<file path="src/rtl/core/sorted_priority_queue_unit_macros.svh">
// ----------------------------------------------------------------------------
// Sorted priority queue assertion macros
// Shared concurrent assertion helpers, clocked on clk and disabled in reset.
// ----------------------------------------------------------------------------
`ifndef SORTED_PRIORITY_QUEUE_UNIT_MACROS_SVH
`define SORTED_PRIORITY_QUEUE_UNIT_MACROS_SVH

// Same-cycle implication.
`define SPQ_ASSERT_NOW(label, ante, cons, msg) \
    label: assert property (@(posedge clk) disable iff (!rst_n) (ante) |-> (cons)) \
        else $error(msg);

// Next-cycle implication.
`define SPQ_ASSERT_NEXT(label, ante, cons, msg) \
    label: assert property (@(posedge clk) disable iff (!rst_n) (ante) |=> (cons)) \
        else $error(msg);

`endif

</file>
<file path="src/rtl/core/spq_pkg.sv">
// ----------------------------------------------------------------------------
// Sorted priority queue package
// Beat types, record and link structs, and the status and operation codes.
// ----------------------------------------------------------------------------
`default_nettype none

package spq_pkg;

    localparam int SPQ_DEPTH = 16;
    localparam int KEY_W     = 16;
    localparam int TIME_W    = 16;
    localparam int STATUS_W  = 2;
    localparam int OCC_W     = 5;

    localparam logic OP_INSERT = 1'b0;
    localparam logic OP_POP    = 1'b1;

    localparam logic [STATUS_W-1:0] ST_OK    = 2'd0;
    localparam logic [STATUS_W-1:0] ST_FULL  = 2'd1;
    localparam logic [STATUS_W-1:0] ST_EMPTY = 2'd2;

    typedef struct packed {
        logic              operation;
        logic [KEY_W-1:0]  new_id;
        logic [TIME_W-1:0] arrival_time;
        logic [TIME_W-1:0] service_time;
    } req_t;

    typedef struct packed {
        logic [STATUS_W-1:0] status;
        logic [KEY_W-1:0]    out_id;
        logic [TIME_W-1:0]   out_arrival;
        logic [TIME_W-1:0]   out_service;
        logic [OCC_W-1:0]    occupancy;
    } rsp_t;

    typedef struct packed {
        logic [KEY_W-1:0]  key;
        logic [TIME_W-1:0] arrival;
        logic [TIME_W-1:0] service;
    } rec_t;

    // Broadcast from the control to every cell.
    typedef struct packed {
        logic insert_en;
        logic pop_en;
        rec_t rec;
    } spq_cmd_t;

    // What a cell shows its neighbors.
    typedef struct packed {
        rec_t rec;
        logic valid;
        logic keep;
    } spq_link_t;

    // The head sees a virtual neighbor that always keeps, the tail one that is empty.
    localparam spq_link_t LINK_HEAD = '{rec: '0, valid: 1'b1, keep: 1'b1};
    localparam spq_link_t LINK_TAIL = '{rec: '0, valid: 1'b0, keep: 1'b0};

endpackage

`default_nettype wire

</file>
<file path="src/rtl/core/sorted_priority_queue_unit.sv">
// One request beat per clock is taken while the response register is empty
// or being drained; each insert or pop updates a row of QUEUE_DEPTH cells in
// parallel, every cell comparing its own key with the new one and shifting
// from a neighbor, so the response is registered in the cycle after the request
// and, while responses drain, the queue sustains one beat per clock with no clearing pass.
// ----------------------------------------------------------------------------
// Sorted priority queue unit
// Bounded queue of process records in ascending id order; pop returns the
// smallest id, and a new record goes ahead of stored records with equal id.
// ----------------------------------------------------------------------------
`default_nettype none
`include "sorted_priority_queue_unit_macros.svh"

module sorted_priority_queue_unit
    import spq_pkg::*;
#(
    parameter int QUEUE_DEPTH = SPQ_DEPTH
)
(
    input  wire logic clk,
    input  wire logic rst_n,
    input  wire logic req_valid,
    output logic      req_ready,
    input  wire req_t req,
    output logic      rsp_valid,
    input  wire logic rsp_ready,
    output rsp_t      rsp
);

    localparam int CNT_W = $clog2(QUEUE_DEPTH + 1);

    spq_link_t             cell_out [QUEUE_DEPTH];
    logic [QUEUE_DEPTH-1:0] vld_vec;
    spq_cmd_t              cmd;
    logic                  accept;
    logic                  full;
    logic                  empty;

    logic [CNT_W-1:0] count_reg;
    logic [CNT_W-1:0] count_next;
    rsp_t             rsp_reg;
    rsp_t             rsp_next;
    logic             rsp_valid_reg;
    logic             rsp_valid_next;

    assign req_ready = !rsp_valid_reg || rsp_ready;
    assign accept    = req_valid && req_ready;
    assign full      = vld_vec[QUEUE_DEPTH-1];
    assign empty     = !vld_vec[0];

    assign cmd.insert_en   = accept && (req.operation == OP_INSERT) && !full;
    assign cmd.pop_en      = accept && (req.operation == OP_POP) && !empty;
    assign cmd.rec.key     = req.new_id;
    assign cmd.rec.arrival = req.arrival_time;
    assign cmd.rec.service = req.service_time;

    for (genvar i = 0; i < QUEUE_DEPTH; i++)
    begin : g_cell
        spq_link_t prev_link;
        spq_link_t next_link;

        if (i == 0)
        begin : g_head
            assign prev_link = LINK_HEAD;
        end
        else
        begin : g_mid_prev
            assign prev_link = cell_out[i-1];
        end

        if (i == QUEUE_DEPTH - 1)
        begin : g_tail
            assign next_link = LINK_TAIL;
        end
        else
        begin : g_mid_next
            assign next_link = cell_out[i+1];
        end

        spq_cell u_cell (
            .clk   (clk),
            .rst_n (rst_n),
            .cmd   (cmd),
            .prev  (prev_link),
            .next  (next_link),
            .self  (cell_out[i])
        );

        assign vld_vec[i] = cell_out[i].valid;
    end

    always_comb
    begin
        count_next = count_reg;
        if (cmd.insert_en)
        begin
            count_next = count_reg + CNT_W'(1);
        end
        else if (cmd.pop_en)
        begin
            count_next = count_reg - CNT_W'(1);
        end
    end

    always_comb
    begin
        rsp_next           = rsp_reg;
        rsp_next.status    = ST_OK;
        rsp_next.out_id    = '0;
        rsp_next.out_arrival = '0;
        rsp_next.out_service = '0;
        rsp_next.occupancy = OCC_W'(count_next);
        if (req.operation == OP_INSERT)
        begin
            if (full)
            begin
                rsp_next.status = ST_FULL;
            end
        end
        else if (empty)
        begin
            rsp_next.status = ST_EMPTY;
        end
        else
        begin
            rsp_next.out_id      = cell_out[0].rec.key;
            rsp_next.out_arrival = cell_out[0].rec.arrival;
            rsp_next.out_service = cell_out[0].rec.service;
        end
    end

    assign rsp_valid_next = accept || (rsp_valid_reg && !rsp_ready);

    always_ff @(posedge clk or negedge rst_n)
    begin
        if (!rst_n)
        begin
            count_reg     <= '0;
            rsp_valid_reg <= 1'b0;
        end
        else
        begin
            count_reg     <= count_next;
            rsp_valid_reg <= rsp_valid_next;
        end
    end

    always_ff @(posedge clk)
    begin
        if (accept)
        begin
            rsp_reg <= rsp_next;
        end
    end

    assign rsp_valid = rsp_valid_reg;
    assign rsp       = rsp_reg;

    // The cell valid bits must match the fill count, and the head must be sorted.
    `SPQ_ASSERT_NOW(a_count_matches_cells, 1'b1, $countones(vld_vec) == count_reg, "cell valid bits disagree with count")
    `SPQ_ASSERT_NOW(a_head_sorted, vld_vec[1], cell_out[0].rec.key <= cell_out[1].rec.key, "head cells out of order")
    `SPQ_ASSERT_NEXT(a_pop_returns_head, cmd.pop_en, rsp.out_id == $past(cell_out[0].rec.key), "pop did not return head key")
    `SPQ_ASSERT_NEXT(a_insert_grows, cmd.insert_en, count_reg == $past(count_reg) + CNT_W'(1), "insert did not grow the queue")

endmodule

`default_nettype wire

</file>
<file path="src/rtl/core/spq_cell.sv">
// ----------------------------------------------------------------------------
// Sorted priority queue cell
// Holds one record; on insert it keeps, takes the new record or shifts in
// from the cell ahead, and on pop it shifts in from the cell behind.
// ----------------------------------------------------------------------------
`default_nettype none

module spq_cell
    import spq_pkg::*;
(
    input  wire logic      clk,
    input  wire logic      rst_n,
    input  wire spq_cmd_t  cmd,
    input  wire spq_link_t prev,
    input  wire spq_link_t next,
    output spq_link_t      self
);

    rec_t rec_reg;
    rec_t rec_next;
    logic vld_reg;
    logic vld_next;
    logic keep;

    // A valid record strictly below the new key stays; equal keys move back.
    assign keep = vld_reg && (rec_reg.key < cmd.rec.key);

    always_comb
    begin
        rec_next = rec_reg;
        vld_next = vld_reg;
        if (cmd.insert_en)
        begin
            if (!keep)
            begin
                if (prev.keep)
                begin
                    rec_next = cmd.rec;
                    vld_next = 1'b1;
                end
                else
                begin
                    rec_next = prev.rec;
                    vld_next = prev.valid;
                end
            end
        end
        else if (cmd.pop_en)
        begin
            rec_next = next.rec;
            vld_next = next.valid;
        end
    end

    always_ff @(posedge clk or negedge rst_n)
    begin
        if (!rst_n)
        begin
            vld_reg <= 1'b0;
        end
        else
        begin
            vld_reg <= vld_next;
        end
    end

    always_ff @(posedge clk)
    begin
        rec_reg <= rec_next;
    end

    assign self.rec   = rec_reg;
    assign self.valid = vld_reg;
    assign self.keep  = keep;

endmodule

`default_nettype wire
</file>
<file path="config.mk">
export PLATFORM = sky130hd
export DESIGN_NAME = sorted_priority_queue_unit
export DESIGN_NICKNAME = d
export VERILOG_FILES = /design/src/rtl/core/spq_pkg.sv /design/src/rtl/core/sorted_priority_queue_unit.sv /design/src/rtl/core/spq_cell.sv
export VERILOG_INCLUDE_DIRS = /design/src /design/src/rtl/core
export SDC_FILE = /design/constraint.sdc
export NUM_CORES = 2
export LEC_CHECK = 0
export BUFFER_PORTS_ARGS = -buffer_cell sky130_fd_sc_hd__buf_2
export CORE_ASPECT_RATIO = 1.75
export CORE_UTILIZATION = 55
export CTS_CLUSTER_SIZE = 16
export DETAILED_ROUTE_END_ITERATION = 6
export GPL_TIMING_DRIVEN = 0
export PLACE_DENSITY = 0.76
export SKIP_CTS_REPAIR_TIMING = 1
export SYNTH_ARGS = -nofsm -noshare
export SYNTH_HDL_FRONTEND = slang
export SYNTH_SLANG_ARGS = --single-unit
</file>
<file path="constraint.sdc">
create_clock -name clk -period 14.63 [get_ports clk]
set_clock_uncertainty 0.15 [all_clocks]
set_input_delay 1.463 -clock clk [delete_from_list [all_inputs] [get_ports clk]]
set_output_delay 1.463 -clock clk [all_outputs]
set_load 0.03 [all_outputs]
</file>
==> summary.txt <==
Outcome
  • Outcome: finished, violations left
  • Failing checks: design-rule violations, max-capacitance violations, max-slew violations

Floorplan
  • Core ar.: 83,600 sq um
  • I/O pin count: 110
  • Die Y-Extent: slightly below 400 um
  • Initial core utilization: a little under three fifths
  • Rows: between 100 and 150
  • DIE AREA: roughly 86,000 sq um
  • Die Wd: ~220 um

Clock network
  • Skew-Pair Late Insertion Delay: 0.71 ns
  • Htree depth: 3
  • Bufs on Longest Clock Path: 3
  • CTS tree: built
  • Total CTS buffers: 80
  • Clock sinks: 845
  • Root buffer cell: clkbuf_16
  • Clk slew on worst S/H paths: roughly 0.07 ns

Detailed routing
  • Via count: between 40k and 50k
  • Final wirelength: 191 mm
  • Via-to-Cell Ratio: 7.17
  • Final antenna-violating net count: 0
  • Drt wl/cell: 33.9 um
  • Initial DRC count: 5,408
  • Residual DRC: 2
  • TritonRoute pass-1 iters: 7

Worst setup path
  • Crit path buf inv count: 5
  • Crit path kind: input pin to register
  • Worst reg2reg startpoint: g_cell[11].u_cell.self[49]$_DFFE_PP_
  • Crit path from: req[41]
  • Reg2Reg Depth: 8
  • CP most frequent cell: buf_2
  • Worst EP required: 14.88 ns
  • Crit. End Element: register
  • Delay-heaviest family, CP: compound AO/OA/AOI/OAI gates
  • Largest stage delay, worst path: around 0.81 ns
  • Crit-path slowest cell: a211oi_1
  • Worst path cell trace: buf_2 -> inv_1 -> ha_1 -> a21oi_1 -> nor2_1 -> a211oi_1 -> o2111ai_1 -> or2_2 -> clkbuf_1 -> buf_2 -> a21o_2 -> buf_12
  • CP Launch Type: input pin
  • CP max FO: 31
  • WP depth: 12
  • Worst EP arrival: 6.95 ns

Synth
  • FFs w/ async S/R, synth: 2.60%
  • Syn nets: approximately 4.6k
  • Seq/Total Area, Yosys: 54.2%
  • Synthesis Warnings: 0
  • EDFF count, synth: ~820
  • Synthesized flop and latch total: approximately 850
  • Synth Cell Area: approximately 47,000 sq um
  • Main synth FF type: edfxtp_1
  • Cells after Synth: roughly 4.3k
  • Synthesized area per cell: 10.9 sq um
  • Cell variety after synth: 58

Cells and area
  • Layout cells sized above 1: 9.25%
  • NumNets Final: between 4k and 5k
  • Multi-input logic area: slightly below 20,000 sq um
  • Max reg flops: 768
  • Most used cells in the layout excluding fill and tap cells: nand2_1, edfxtp_1, o211ai_1
  • Filler cell count in the final layout: between 6k and 7k
  • Layout area overhead: 10.7%
  • Design area: just over 50,000 sq um
  • Commonest non-fill, non-tap cell in the layout: nand2_1
  • FF/Latch Area: around 25,000 sq um

Global routing
  • Initial antenna violation count: 8
  • Total GRT Usage: 44.2%
  • Vias in the first global route: about 40k
  • First-pass GRT wire length: about 270 mm
  • Gr ovfl total: 0
  • Largest net degree at the start of global routing: 53

Flow run
  • Count of max-cap constraint violations: 1

Power
  • P_leak: 0.0193 uW
  • PwrDens: roughly 170 nW/um^2
  • VDD IR-drop max: between 0.1 and 0.15 mV

STA
  • Highest clock rate: approximately 0.15 GHz
  • Final Max Tran Viols: 11
  • Final Hold Viols: 0
  • Tmin final: about 6.7 ns
  • # setup viols final: 0
  • Final total negative setup slack: 0 ns
  • Slew @ Worst Pin: ~1.6 ns
  • RSZ-0062 raised after global routing: false
  • Fin crit share: between 40% and 50%
  • Slew Limit Headroom: -5.56%

Hold path
  • Min-delay worst type: register to register
  • Hold wc startpoint: count_reg[4]$_DFF_PN0_
  • WHS Path Cells: 1

Placed design
  • Cell Area, Placed: between 40,000 and 50,000 sq um
  • DPL Wire Length: between 100 and 150 mm
  • RePlAce Congestion: approximately 1.1
  • Buffers on Ports: ~110
-- Yosys cell counts, types with 9 or more instances --
library cell / count / area, sq um
nand2_1: 855 / 3210
edfxtp_1: 823 / 24700
o211ai_1: 734 / 5510
clkbuf_1: 306 / 1150
ha_1: 227 / 2840
nand3_1: 214 / 1070
mux2i_1: 192 / 1920
o21ai_0: 126 / 631
buf_2: 95 / 475
nor2_1: 68 / 255
nand4_1: 67 / 419
a21oi_1: 57 / 285
a31oi_1: 55 / 344
o31ai_1: 53 / 398
and3_1: 52 / 325
o21ai_1: 52 / 260
o211ai_2: 45 / 563
a21o_1: 43 / 323
inv_1: 25 / 93.8
dfrtp_1: 22 / 551
nand2b_1: 20 / 125
nor3_1: 19 / 95.1
and4_1: 12 / 105
nor2b_1: 11 / 68.8
a2111oi_0: 9 / 78.8
a211oi_1: 9 / 67.6
buf_4: 9 / 67.6
-- metrics by stage --
step | hold WS [ns] | cells | setup WS, ns | total power [uW] | utilization [%]
after global routing | 0.372 | 5629 | 8.17 | 8940 | 61.7
after floorplan | 0.290 | 4284 | 7.48 | 5190 | -
final | 0.353 | 5637 | 7.92 | 8740 | 61.8
after detailed placement | 0.330 | 5477 | 7.65 | 6400 | 58.6
after global placement | 0.317 | 5458 | 2.38 | 6310 | 58.1
after CTS | 0.347 | 5624 | 8.37 | 8550 | 61.7
-- routing by layer --
layer | wire [um] | vias to the layer above | global-route usage [%]
met5 | 31 | - | 0
met4 | 23600 | 4 | 45.0
met3 | 18600 | 859 | 9.80
met2 | 86200 | 2916 | 68.5
met1 | 62500 | 19700 | 49.4
li1 | - | 17000 | -
-- final cells by class --
cell class,instances,share of cell area (%)
Sequential cell,845,49.0
Multi-Input combinational cell,2994,38.0
Clock buffer,107,4.24
Buffer,420,3.42
Tap cell,1065,2.58
Timing Repair Buffer,129,1.78
Clock inverter,40,0.808
Inverter,25,0.182
Antenna cell,12,0.0582
-- power breakdown --
group	total [uW]	leakage (uW)	switching (uW)	internal, uW
clock	2210	0.00126	1020	1180
sequential	3550	0.00795	283	3270
combinational	2990	0.0101	2190	797
-- worst paths after layout --
| kind | end | slack [ns] |
|---|---|---|
| worst max-delay path | g_cell[11].u_cell.self[19]$_DFFE_PP_ | 7.92 |
| worst min-delay path | count_reg[4]$_DFF_PN0_ | 0.35 |
| worst max register to register | g_cell[11].u_cell.self[19]$_DFFE_PP_ | 9.49 |
| worst min register to register | count_reg[4]$_DFF_PN0_ | 0.35 |
| max in group asynchronous | g_cell[7].u_cell.vld_reg$_DFFE_PN0P_ | 13.32 |
| min in group asynchronous | g_cell[8].u_cell.vld_reg$_DFFE_PN0P_ | 0.61 |
-- cells by family (layout without fill, tap and decap cells) --
| logic type | Yosys count | in the layout | share of synthesized area (%) |
|---|---|---|---|
| fa+ha+maj | 227 | 227 | 6.09 |
| mux | 192 | 192 | 4.12 |
| buf+inv | 445 | 721 | 3.99 |
| other cells | 0 | 12 | 0 |
| simple gates | 1343 | 1343 | 12.5 |
| compound gates | 1228 | 1228 | 19.0 |
| xor+xnor | 4 | 4 | 0.0751 |
| flops | 845 | 845 | 54.2 |
(Power assumes the default switching activity.)
